===== src/rtl/qci_pkg.sv =====
package qci_pkg;

    localparam int COORD_W = 16;
    localparam int SIZE_W  = 11;
    localparam int FRAC_W  = 4;
    localparam int SCALED_W = SIZE_W + FRAC_W;

    localparam int LEVEL_W = 4;
    localparam int CODE_W  = 16;
    localparam int INDEX_W = 17;

    localparam int ADDR_W = 4;
    localparam int DATA_W = 32;

    localparam logic [1:0] REG_FIELD_WIDTH  = 2'd0;
    localparam logic [1:0] REG_FIELD_HEIGHT = 2'd1;
    localparam logic [1:0] REG_MAX_LEVEL    = 2'd2;

    localparam logic [SIZE_W-1:0]  FIELD_WIDTH_RST  = 11'd384;
    localparam logic [SIZE_W-1:0]  FIELD_HEIGHT_RST = 11'd448;
    localparam logic [LEVEL_W-1:0] MAX_LEVEL_RST    = 4'd4;

    // first index of a level: (4^level - 1) / 3
    function automatic logic [INDEX_W-1:0] tree_base(input logic [LEVEL_W-1:0] level);
        logic [INDEX_W-1:0] base;
        begin
            case (level)
                4'd0:    base = 17'd0;
                4'd1:    base = 17'd1;
                4'd2:    base = 17'd5;
                4'd3:    base = 17'd21;
                4'd4:    base = 17'd85;
                4'd5:    base = 17'd341;
                4'd6:    base = 17'd1365;
                4'd7:    base = 17'd5461;
                4'd8:    base = 17'd21845;
                default: base = 17'd0;
            endcase
            return base;
        end
    endfunction

endpackage


===== src/rtl/qci_div_lane.sv =====
module qci_div_lane #(
    parameter int STEPS = 8
) (
    input  logic                                clk,
    input  logic signed [qci_pkg::COORD_W-1:0]  coord,
    input  logic [qci_pkg::SIZE_W-1:0]          size_eff,
    output logic [STEPS-1:0]                    quotient
);

    localparam int NSTG = (STEPS + 1) / 2;
    localparam int RW   = qci_pkg::SCALED_W;

    logic [RW-1:0]    divisor;
    logic [RW-1:0]    clamp_hi;
    logic [RW-1:0]    cc_next;
    logic [RW-1:0]    cc_reg;
    logic [RW-1:0]    rem_src [NSTG];
    logic [STEPS-1:0] quo_src [NSTG];
    logic [RW-1:0]    rem_next [NSTG];
    logic [STEPS-1:0] quo_next [NSTG];
    logic [RW-1:0]    rem_reg [NSTG];
    logic [STEPS-1:0] quo_reg [NSTG];

    assign divisor  = {size_eff, {qci_pkg::FRAC_W{1'b0}}};
    assign clamp_hi = {size_eff - 1'b1, {qci_pkg::FRAC_W{1'b0}}};

    // clamp to [0, (size - 1) whole units]
    always_comb
    begin
        if (coord[qci_pkg::COORD_W-1])
        begin
            cc_next = '0;
        end
        else if (coord[RW-1:0] > clamp_hi)
        begin
            cc_next = clamp_hi;
        end
        else
        begin
            cc_next = coord[RW-1:0];
        end
    end

    // restoring division, two quotient bits per stage
    always_comb
    begin
        logic [RW:0]      r2;
        logic [RW-1:0]    r;
        logic [STEPS-1:0] q;
        logic             b;
        rem_src[0] = cc_reg;
        quo_src[0] = '0;
        for (int s = 1; s < NSTG; s++)
        begin
            rem_src[s] = rem_reg[s-1];
            quo_src[s] = quo_reg[s-1];
        end
        for (int s = 0; s < NSTG; s++)
        begin
            r = rem_src[s];
            q = quo_src[s];
            for (int j = 0; j < 2; j++)
            begin
                if (2 * s + j < STEPS)
                begin
                    r2 = {r, 1'b0};
                    b  = (r2 >= {1'b0, divisor});
                    if (b)
                    begin
                        r2 = r2 - {1'b0, divisor};
                    end
                    r = r2[RW-1:0];
                    q[STEPS-1-(2*s+j)] = b;
                end
            end
            rem_next[s] = r;
            quo_next[s] = q;
        end
    end

    always_ff @(posedge clk)
    begin
        cc_reg <= cc_next;
        for (int s = 0; s < NSTG; s++)
        begin
            rem_reg[s] <= rem_next[s];
            quo_reg[s] <= quo_next[s];
        end
    end

    assign quotient = quo_reg[NSTG-1];

endmodule


===== src/rtl/quadtree_cell_index.sv =====
// Linear quadtree cell index. One bounding box is accepted per clock and busy
// stays low; each box yields one result, marked by a one-cycle done strobe.
// The pipeline is made up of the four clamp-and-divide lanes, which are
// restoring dividers resolving two quotient bits per pipeline stage, followed
// by a Morton interleave stage and a level search / index add stage. Results
// arrive in the order boxes were accepted and cannot be held off by the
// receiver. The user must write configuration registers through the APB port
// only while no box is in flight; the block itself does not enforce this.
module quadtree_cell_index #(
    parameter int MAX_LEVEL_LIMIT = 8
) (
    input  logic                                clk,
    input  logic                                rst_n,
    input  logic                                start,
    output logic                                busy,
    input  logic signed [qci_pkg::COORD_W-1:0]  box_left,
    input  logic signed [qci_pkg::COORD_W-1:0]  box_top,
    input  logic signed [qci_pkg::COORD_W-1:0]  box_right,
    input  logic signed [qci_pkg::COORD_W-1:0]  box_bottom,
    output logic                                done,
    output logic [qci_pkg::INDEX_W-1:0]         tree_index,
    output logic [qci_pkg::LEVEL_W-1:0]         cell_level,
    output logic [qci_pkg::CODE_W-1:0]          cell_code,
    input  logic                                psel,
    input  logic                                penable,
    input  logic                                pwrite,
    input  logic [qci_pkg::ADDR_W-1:0]          paddr,
    input  logic [qci_pkg::DATA_W-1:0]          pwdata,
    output logic [qci_pkg::DATA_W-1:0]          prdata,
    output logic                                pready
);

    localparam int P     = MAX_LEVEL_LIMIT;
    localparam int NSTG  = (P + 1) / 2;
    localparam int LVW   = $clog2(P + 1);
    localparam int DEPTH = NSTG + 3;

    logic [qci_pkg::SIZE_W-1:0]  field_width_reg;
    logic [qci_pkg::SIZE_W-1:0]  field_height_reg;
    logic [qci_pkg::LEVEL_W-1:0] max_level_reg;
    logic                        cfg_write;

    logic [qci_pkg::SIZE_W-1:0]  width_eff;
    logic [qci_pkg::SIZE_W-1:0]  height_eff;
    logic [LVW-1:0]              lv;

    logic [P-1:0]   qx1;
    logic [P-1:0]   qy1;
    logic [P-1:0]   qx2;
    logic [P-1:0]   qy2;
    logic [P-1:0]   x1;
    logic [P-1:0]   y1;
    logic [P-1:0]   x2;
    logic [P-1:0]   y2;
    logic [2*P-1:0] m1_next;
    logic [2*P-1:0] m2_next;
    logic [2*P-1:0] m1_reg;
    logic [2*P-1:0] m2_reg;

    logic [2*P-1:0]              diff;
    logic [LVW-1:0]              k;
    logic [LVW-1:0]              level;
    logic [qci_pkg::CODE_W-1:0]  code_next;
    logic [qci_pkg::INDEX_W-1:0] index_next;
    logic [qci_pkg::INDEX_W-1:0] tree_index_reg;
    logic [qci_pkg::LEVEL_W-1:0] cell_level_reg;
    logic [qci_pkg::CODE_W-1:0]  cell_code_reg;

    logic [DEPTH-1:0] valid_reg;
    logic [DEPTH-1:0] valid_next;

    // configuration port
    assign pready    = 1'b1;
    assign cfg_write = psel & penable & pwrite & pready;

    always_ff @(posedge clk or negedge rst_n)
    begin
        if (!rst_n)
        begin
            field_width_reg  <= qci_pkg::FIELD_WIDTH_RST;
            field_height_reg <= qci_pkg::FIELD_HEIGHT_RST;
            max_level_reg    <= qci_pkg::MAX_LEVEL_RST;
        end
        else if (cfg_write)
        begin
            case (paddr[3:2])
                qci_pkg::REG_FIELD_WIDTH:  field_width_reg  <= pwdata[qci_pkg::SIZE_W-1:0];
                qci_pkg::REG_FIELD_HEIGHT: field_height_reg <= pwdata[qci_pkg::SIZE_W-1:0];
                qci_pkg::REG_MAX_LEVEL:    max_level_reg    <= pwdata[qci_pkg::LEVEL_W-1:0];
                default:                   ;
            endcase
        end
    end

    always_comb
    begin
        case (paddr[3:2])
            qci_pkg::REG_FIELD_WIDTH:  prdata = qci_pkg::DATA_W'(field_width_reg);
            qci_pkg::REG_FIELD_HEIGHT: prdata = qci_pkg::DATA_W'(field_height_reg);
            qci_pkg::REG_MAX_LEVEL:    prdata = qci_pkg::DATA_W'(max_level_reg);
            default:                   prdata = '0;
        endcase
    end

    assign width_eff  = (field_width_reg == '0) ? qci_pkg::SIZE_W'(1) : field_width_reg;
    assign height_eff = (field_height_reg == '0) ? qci_pkg::SIZE_W'(1) : field_height_reg;
    assign lv         = (32'(max_level_reg) > P) ? LVW'(P) : LVW'(max_level_reg);

    // transaction tracking, the pipeline never stalls
    assign busy = 1'b0;
    assign valid_next = {valid_reg[DEPTH-2:0], start & ~busy};

    always_ff @(posedge clk or negedge rst_n)
    begin
        if (!rst_n)
        begin
            valid_reg <= '0;
        end
        else
        begin
            valid_reg <= valid_next;
        end
    end

    // clamp and scale lanes
    qci_div_lane #(.STEPS(P)) u_lane_x1 (
        .clk      (clk),
        .coord    (box_left),
        .size_eff (width_eff),
        .quotient (qx1)
    );

    qci_div_lane #(.STEPS(P)) u_lane_y1 (
        .clk      (clk),
        .coord    (box_top),
        .size_eff (height_eff),
        .quotient (qy1)
    );

    qci_div_lane #(.STEPS(P)) u_lane_x2 (
        .clk      (clk),
        .coord    (box_right),
        .size_eff (width_eff),
        .quotient (qx2)
    );

    qci_div_lane #(.STEPS(P)) u_lane_y2 (
        .clk      (clk),
        .coord    (box_bottom),
        .size_eff (height_eff),
        .quotient (qy2)
    );

    // keep the top lv quotient bits, then interleave
    assign x1 = qx1 >> (LVW'(P) - lv);
    assign y1 = qy1 >> (LVW'(P) - lv);
    assign x2 = qx2 >> (LVW'(P) - lv);
    assign y2 = qy2 >> (LVW'(P) - lv);

    always_comb
    begin
        for (int i = 0; i < P; i++)
        begin
            m1_next[2*i]   = x1[i];
            m1_next[2*i+1] = y1[i];
            m2_next[2*i]   = x2[i];
            m2_next[2*i+1] = y2[i];
        end
    end

    always_ff @(posedge clk)
    begin
        m1_reg <= m1_next;
        m2_reg <= m2_next;
    end

    // highest differing group picks the level
    assign diff = m1_reg ^ m2_reg;

    always_comb
    begin
        k = '0;
        for (int i = 0; i < P; i++)
        begin
            if ((LVW'(i) < lv) && (diff[2*i +: 2] != 2'b00))
            begin
                k = LVW'(i + 1);
            end
        end
    end

    assign level      = lv - k;
    assign code_next  = qci_pkg::CODE_W'(m2_reg >> {k, 1'b0});
    assign index_next = qci_pkg::tree_base(qci_pkg::LEVEL_W'(level))
                      + qci_pkg::INDEX_W'(code_next);

    always_ff @(posedge clk)
    begin
        tree_index_reg <= index_next;
        cell_level_reg <= qci_pkg::LEVEL_W'(level);
        cell_code_reg  <= code_next;
    end

    assign done       = valid_reg[DEPTH-1];
    assign tree_index = tree_index_reg;
    assign cell_level = cell_level_reg;
    assign cell_code  = cell_code_reg;

endmodule


===== config.mk =====
export PLATFORM = sky130hd
export DESIGN_NAME = quadtree_cell_index
export DESIGN_NICKNAME = d
export VERILOG_FILES = /design/src/rtl/qci_pkg.sv /design/src/rtl/qci_div_lane.sv /design/src/rtl/quadtree_cell_index.sv
export SDC_FILE = /design/constraint.sdc
export NUM_CORES = 2
export LEC_CHECK = 0
export BUFFER_PORTS_ARGS = -buffer_cell sky130_fd_sc_hd__buf_2
export CORE_MARGIN = 10
export CORE_UTILIZATION = 30
export CTS_BUF_LIST = sky130_fd_sc_hd__clkbuf_4
export DETAILED_ROUTE_END_ITERATION = 8
export GPL_ROUTABILITY_DRIVEN = 0
export PLACE_DENSITY = 0.46
export SLEW_MARGIN = 20
export SYNTH_ARGS = -nofsm -noshare
export SYNTH_HDL_FRONTEND = slang
export SYNTH_SLANG_ARGS = --single-unit

===== constraint.sdc =====
create_clock -name clk -period 7.35 [get_ports clk]
set_input_delay 0.3675 -clock clk [delete_from_list [all_inputs] [get_ports clk]]
set_output_delay 0.3675 -clock clk [all_outputs]
set_load 0.01 [all_outputs]

# Word-level counts from Yosys, hierarchy flattened

Memory sizes are Yosys's and may differ from the RTL's.
Cells that the tools add are included.

Word-level logic and storage cells: 192
Memory bits (writable): 368
Register bits after elaboration: 162
Memory bits (read-only): 128
Memories kept: 9
Bits of input ports: 106
Output and inout bits: 72

Memories:

| name              | words | width | read ports | clocked after memory_dff | write ports | RTL line           | RTL |
|---|---|---|---|---|---|---|---|
| (no name shown)   | 16    | 8     | 1          | 0                        | 0           | qci_pkg.sv:27      | `case (level)` |
| u_lane_x1.rem_reg | 4     | 15    | 3          | 0                        | 4           | qci_div_lane.sv:21 | `logic [RW-1:0] rem_reg [NSTG];` |
| u_lane_x2.rem_reg | 4     | 15    | 3          | 0                        | 4           | qci_div_lane.sv:21 |  |
| u_lane_y1.rem_reg | 4     | 15    | 3          | 0                        | 4           | qci_div_lane.sv:21 |  |
| u_lane_y2.rem_reg | 4     | 15    | 3          | 0                        | 4           | qci_div_lane.sv:21 |  |
| u_lane_x1.quo_reg | 4     | 8     | 4          | 0                        | 4           | qci_div_lane.sv:22 | `logic [STEPS-1:0] quo_reg [NSTG];` |
| +3 memories       | n/a   | n/a   | n/a        | n/a                      | n/a         | n/a                |  |

$add $sub $neg: 37
Equal/unequal tests: 2
Shifts and indexed selects: 5
Bitwise logic cells: 3
Magnitude comparators: 45
Muxes and demuxes: 48
Reduce and logical (&&, ||, !) cells: 26

Operators by type and width:

| kind                                                      | count |
|---|---|
| 2-to-1 mux 15 bit                                         | 36 |
| greater-or-equal comparator 16 x 15 -> 1 bit              | 32 |
| subtractor 15 bit                                         | 32 |
| greater-than comparator 15 bit                            | 4 |
| case mux 11 bit (3 select lines)                          | 1 |
| 2-to-1 mux 4 bit                                          | 8 |
| right shift 8 x 4 -> 8 bit                                | 4 |
| logical NOT 11 bit                                        | 2 |
| 2-to-1 mux 11 bit                                         | 2 |
| subtractor 11 x 1 -> 11 bit, second input constant        | 2 |
| adder 17 x 16 -> 17 bit                                   | 1 |
| less-than comparator 3 x 4 -> 1 bit, first input constant | 4 |
| nonzero test 2 bit                                        | 8 |
| right shift 16 x 5 -> 16 bit                              | 1 |
| bitwise XOR 16 bit                                        | 1 |
| logical AND 1 bit                                         | 8 |
| less-than comparator 1 x 4 -> 1 bit, first input constant | 2 |
| less-than comparator 2 x 4 -> 1 bit, first input constant | 2 |
| OR reduction 2 bit                                        | 4 |
| AND reduction 2 bit                                       | 3 |
| greater-than comparator 4 bit, second input constant      | 1 |
| subtractor 4 bit                                          | 1 |
| subtractor 4 bit, first input constant                    | 1 |
| bitwise AND 1 bit                                         | 2 |
| 4 further kinds                                           | 4 |

# Logic depth before layout (Yosys ltp)

An unclocked memory read counts as a cell.

Word-level depth: 15
Mapped depth: 29
Gate-level depth less buffers: 26

# Cells and area by module

From an unflattened synthesis, not the netlist that was laid out.

Cell total of the unflattened synthesis: 3656
Area total of the unflattened synthesis: 31694.1 µm²

Modules (own cells, without submodules):

| module                   | area an instance (µm²) | sequential area each (µm²) | times used | cells an instance |
|---|---|---|---|---|
| qci_div_lane (u_lane_y2) | 6740.2                 | 1401.3                     | 1          | 799 |
| qci_div_lane (u_lane_x1) | 6414.9                 | 1401.3                     | 1          | 741 |
| qci_div_lane (u_lane_x2) | 6393.6                 | 1401.3                     | 1          | 756 |
| qci_div_lane (u_lane_y1) | 6287.3                 | 1401.3                     | 1          | 738 |
| quadtree_cell_index      | 5858.1                 | 2214.6                     | 1          | 622 |

# Worst setup path after synthesis

OpenSTA, ideal clock, no wires.

Kind: register to register
Start point: reg field_height_reg[5] (netlist name)
End point: mem u_lane_y1.rem_reg[1][10] (netlist name)
Required time: 7.229 ns
Arrival time: 6.604 ns
Setup time: 0.121 ns
Stages on the path, launching flop included: 30
Slack: 0.625 ns
Buffers on the path: 3
Clock period less this slack: 6.725 ns
Cells stage by stage: dfrtp_1 -> nor4_2 -> a31oi_1 -> clkbuf_1 -> inv_1 -> ha_1 -> inv_1 -> fa_1 -> a21o_1 -> a21oi_1 -> o21ai_0 -> a21oi_1 -> o21ai_0 -> a21oi_1 -> o211ai_1 -> clkbuf_1 -> nor2_1 -> a21oi_1 -> fa_1 -> a21o_1 -> a21oi_1 -> o21ai_0 -> a21oi_1 -> o21ai_0 -> a21oi_1 -> o21bai_1 -> a21oi_1 -> o221ai_1 -> clkbuf_1 -> mux2_2

RTL lines:

| what                     | RTL line                  | RTL |
|---|---|---|
| start: declaration       | quadtree_cell_index.sv:39 | `logic [qci_pkg::SIZE_W-1:0] field_height_reg;` |
| start signal: assignment | quadtree_cell_index.sv:81 | `field_height_reg <= qci_pkg::FIELD_HEIGHT_RST;` |
| start signal: assignment | quadtree_cell_index.sv:88 | `qci_pkg::REG_FIELD_HEIGHT: field_height_reg <= pwdata[qci_pkg::SIZE_W-1:0];` |
| end: declaration         | qci_div_lane.sv:21        |  |

==> flow_metrics.tcl <==
set metrics [dict create \
    post_drt_wl_per_cell_um 17.0 \
    synth_area_per_cell_um2 8.60 \
    max_slew.worst_pin.slew_ns 1.14 \
    finalCritPeriodShare 0.905 \
    ys.flop_type "dfxtp_1" \
    ff2ff_setup_slack_ns 0.70 \
    worst-path-max-fanout 12 \
    finalSetupViolCount 0 \
    die-area_um2 114000 \
    path_delay_family "compound AO/OA/AOI/OAI gates" \
    drt_iter0_drc 1415 \
    skew_ns 0.0795 \
    holdWs_ns 0.161 \
    ant_nets 0 \
    hold_violations 0 \
    ff2ff_path_depth 27 \
    firstDrtPassIters 5 \
    core_area_um2 100000 \
    crit_path_top_delay_cell "dfrtp_1" \
    postLayoutCellArea_um2 36400 \
    layout-drive-gt1-share 0.172 \
    htree_num_levels 3 \
    rsz0062_at_grt "no" \
    worstSetupPathType "reg -> reg" \
    rr_startpoint "field_height_reg[4]$_DFFE_PN0P_" \
    areaGrowthSynthToFinish_pct 19.8 \
    grt_overflow 0 \
    max_freq_mhz 150 \
    grt_antenna_before_repair 5 \
    finalWirelength_mm 92.4 \
    endpoint_kind "flip-flop" \
    synth-seq-area-share 0.258 \
    ys_ff_latch 382 \
    synthCells 3529 \
    clk_pin_slew_ns 0.07 \
    routed-via-count 26316 \
    cp.depth 27 \
    avgViaCountPerCell 4.86 \
    start_kind "flip-flop" \
    fin_nets 4496 \
    endpoint "u_lane_y1.rem_reg[1][10]$_DFF_P_" \
    drc_errors 0 \
    tritoncts "built" \
    fin_setup_tns_ns 0 \
    drv_cap 0 \
    post-cts-setup-buffers 0 \
    finalWorstSetupSlack_ns 0.697 \
    clock-sinks 382 \
    whs_path_depth 3 \
    slew_headroom 0.231 \
    grt_use_total 0.159 \
    status "completed" \
    start_util 0.303 \
    hp-class "in -> reg" \
    row_count 116 \
    period_minus_slack_ns 6.65 \
    place_ws_ns 0.721 \
    slew_violations 0 \
    cts-root-buf "clkbuf_4" \
    crit_start "field_height_reg[4]$_DFFE_PN0P_" \
    die_h_um 338 \
    ios 178 \
    grt_max_degree 47 \
    ys_types 88 \
    yosys_warnings 0 \
    cts_buffers 114 \
    grt_pass1_vias 26185 \
    cp.buffers_inverters 3 \
    cp_common_cell "a21oi_1" \
    cp_slowest_stage_delay_ns 0.51 \
    port_buffers 131 \
    async_flop_share 0.0864 \
    arrival_ns 7.43 \
    r2r-end "u_lane_y1.rem_reg[1][10]$_DFF_P_" \
    dp_hpwl_mm 71.4 \
    clkLatencyLatePin_ns 0.94 \
    synth_area_um2 30300 \
    place_area_um2 32900 \
    synth-edff-count 0 \
    cts.path.max_buffers 3 \
    die_w_um 338 \
    crit_required_ns 8.13 \
    grt_pass1_wl_mm 145 \
]
[worst reg2reg max path, cell delays in order, from the launching register on]
cell and delay [ns]:
dfrtp_1 0.51, nor4_2 0.39, a31oi_2 0.17, inv_1 0.38
ha_1 0.27, inv_1 0.06, fa_1 0.40, a21o_1 0.18
a21oi_1 0.21, o21ai_0 0.12, a21oi_1 0.23, o21ai_0 0.16
a21oi_1 0.28, o211ai_1 0.27, nor2_1 0.16, a21oi_1 0.10
fa_1 0.48, a21o_1 0.19, a21oi_1 0.23, o21ai_0 0.12
a21oi_1 0.23, o21ai_0 0.12, a21oi_1 0.25, o21bai_1 0.09
a21oi_1 0.23, o221ai_1 0.16, buf_4 0.22, mux2_2 0.32
[worst min path at each step]
| stage | slack, ns | from | to |
|---|---|---|---|
| 2_1_floorplan | 0.07 | rst_n | field_height_reg[0]$_DFFE_PN0P_ |
| 3_3_place_gp | 0.31 | u_lane_y1.quo_reg[2][2]$_DFF_P_ | u_lane_y1.quo_reg[3][2]$_DFF_P_ |
| 3_5_place_dp | 0.31 | u_lane_x2.quo_reg[2][3]$_DFF_P_ | u_lane_x2.quo_reg[3][3]$_DFF_P_ |
| 4_1_cts | 0.02 | box_top[15] | u_lane_y1.cc_reg[6]$_SDFF_PP0_ |
| 5_1_grt | 0.12 | box_top[15] | u_lane_y1.cc_reg[6]$_SDFF_PP0_ |
| 6_report | 0.16 | box_top[15] | u_lane_y1.cc_reg[6]$_SDFF_PP0_ |
[what timing repair did]
| item | 4_1_cts | 5_1_grt |
|---|---|---|
| endpoints found under the hold margin | 120 | 0 |
| hold buffers | 189 | 0 |
| resized for setup | 0 | 0 |
[cells in the final DEF (no fill, tap or decap), types with 16 or more instances in the layout]
cell type      netlist  layout
dlygate4sd3_1        0     188
fa_1                25      25
inv_1              267     267
dfrtp_1             27      27
nor4_1              18      18
a21oi_1            235     235
nor2_1             354     353
nand3_1             45      45
or2_2               16      16
nand2_1            193     193
a211oi_1            22      22
o21ai_0            218     218
xnor2_1            149     149
conb_1               2      23
clkinv_1             0      33
a31oi_1             22      21
buf_2               12     131
a21boi_0            44      44
nor3b_1             17      16
o211ai_1            27      27
nor2b_1             87      86
o21a_1              43      43
and2_1              26      26
a21o_1              54      54
mux2_2             239     239
nand2b_1            33      33
ha_1               403     403
nor3_1              70      69
and3_1              30      30
xor2_1              54      54
mux2i_1             87      87
dfxtp_1            349     349
clkbuf_4             0     155
nand4_1             63      63
buf_4               24      78
o31ai_1             21      17
[stage by stage]
| step | util | instances |
|---|---|---|
| floorplan | - | 3550 |
| global placement | 0.328 | 5014 |
| detailed placement | 0.328 | 5014 |
| CTS | 0.362 | 5413 |
| global route | 0.363 | 5416 |
| finish | 0.363 | 5418 |
[area by class of cell]
| class | count | area, µm² |
|---|---|---|
| well taps | 1357 | 1700 |
| repair buffers | 398 | 3140 |
| clock buffers | 155 | 1160 |
| flip-flops and latches | 382 | 7820 |
| clock inverters | 55 | 318 |
| multi-input cells | 2796 | 21200 |
| inverters | 270 | 1020 |
| diodes | 5 | 12.5 |
| fillers | 10528 | 63900 |
[Yosys cell counts (17+ instances only)]
cell        n  area share
clkbuf_1   59      0.0073
dfxtp_1   349        0.23
o21ai_0   218       0.036
nor3b_1    17      0.0042
mux2_2    239       0.089
nand4_1    63       0.013
a31oi_1    22      0.0045
and2_1     26      0.0054
fa_1       25       0.016
o211ai_1   27      0.0067
mux2i_1    87       0.029
o31ai_1    21      0.0052
ha_1      403        0.17
and3_1     30      0.0062
nor3_1     70       0.012
dfrtp_1    27       0.022
nand3_1    45      0.0074
a21o_1     54       0.013
a211oi_1   22      0.0054
xor2_1     54       0.016
o21a_1     43       0.011
nor2b_1    87       0.018
nand2_1   193       0.024
nor2_1    354       0.044
a21oi_1   235       0.039
inv_1     267       0.033
a21boi_0   44       0.011
nor4_1     18      0.0037
nand2b_1   33      0.0068
xnor2_1   149       0.043
buf_4      24      0.0059
[routing by layer]
metal | wire length, µm | GRT usage | vias to the layer above
met4 | 1490 | 0.0402 | 2
met1 | 46100 | 0.219 | 12223
li1 | - | - | 13556
met3 | 3980 | 0.0252 | 117
met2 | 40800 | 0.254 | 418
met5 | 13 | 0 | -
[kinds of logic (layout without fill, tap and decap cells)]
| group | Yosys count | count (layout) | synth area share |
|---|---|---|---|
| other | 2 | 28 | 0.000247 |
| multiplexers | 331 | 331 | 0.121 |
| adder cells (fa/ha/maj) | 428 | 428 | 0.183 |
| flip-flops | 382 | 382 | 0.258 |
| AO/OA/AOI/OAI | 810 | 810 | 0.170 |
| buffers and inverters | 372 | 878 | 0.0498 |
| XOR/XNOR | 203 | 203 | 0.0586 |
| AND/OR/NAND/NOR | 1001 | 1001 | 0.160 |
Power is not shown: default switching activity piles up to over one toggle a cycle in this logic, so the estimate is an artifact.
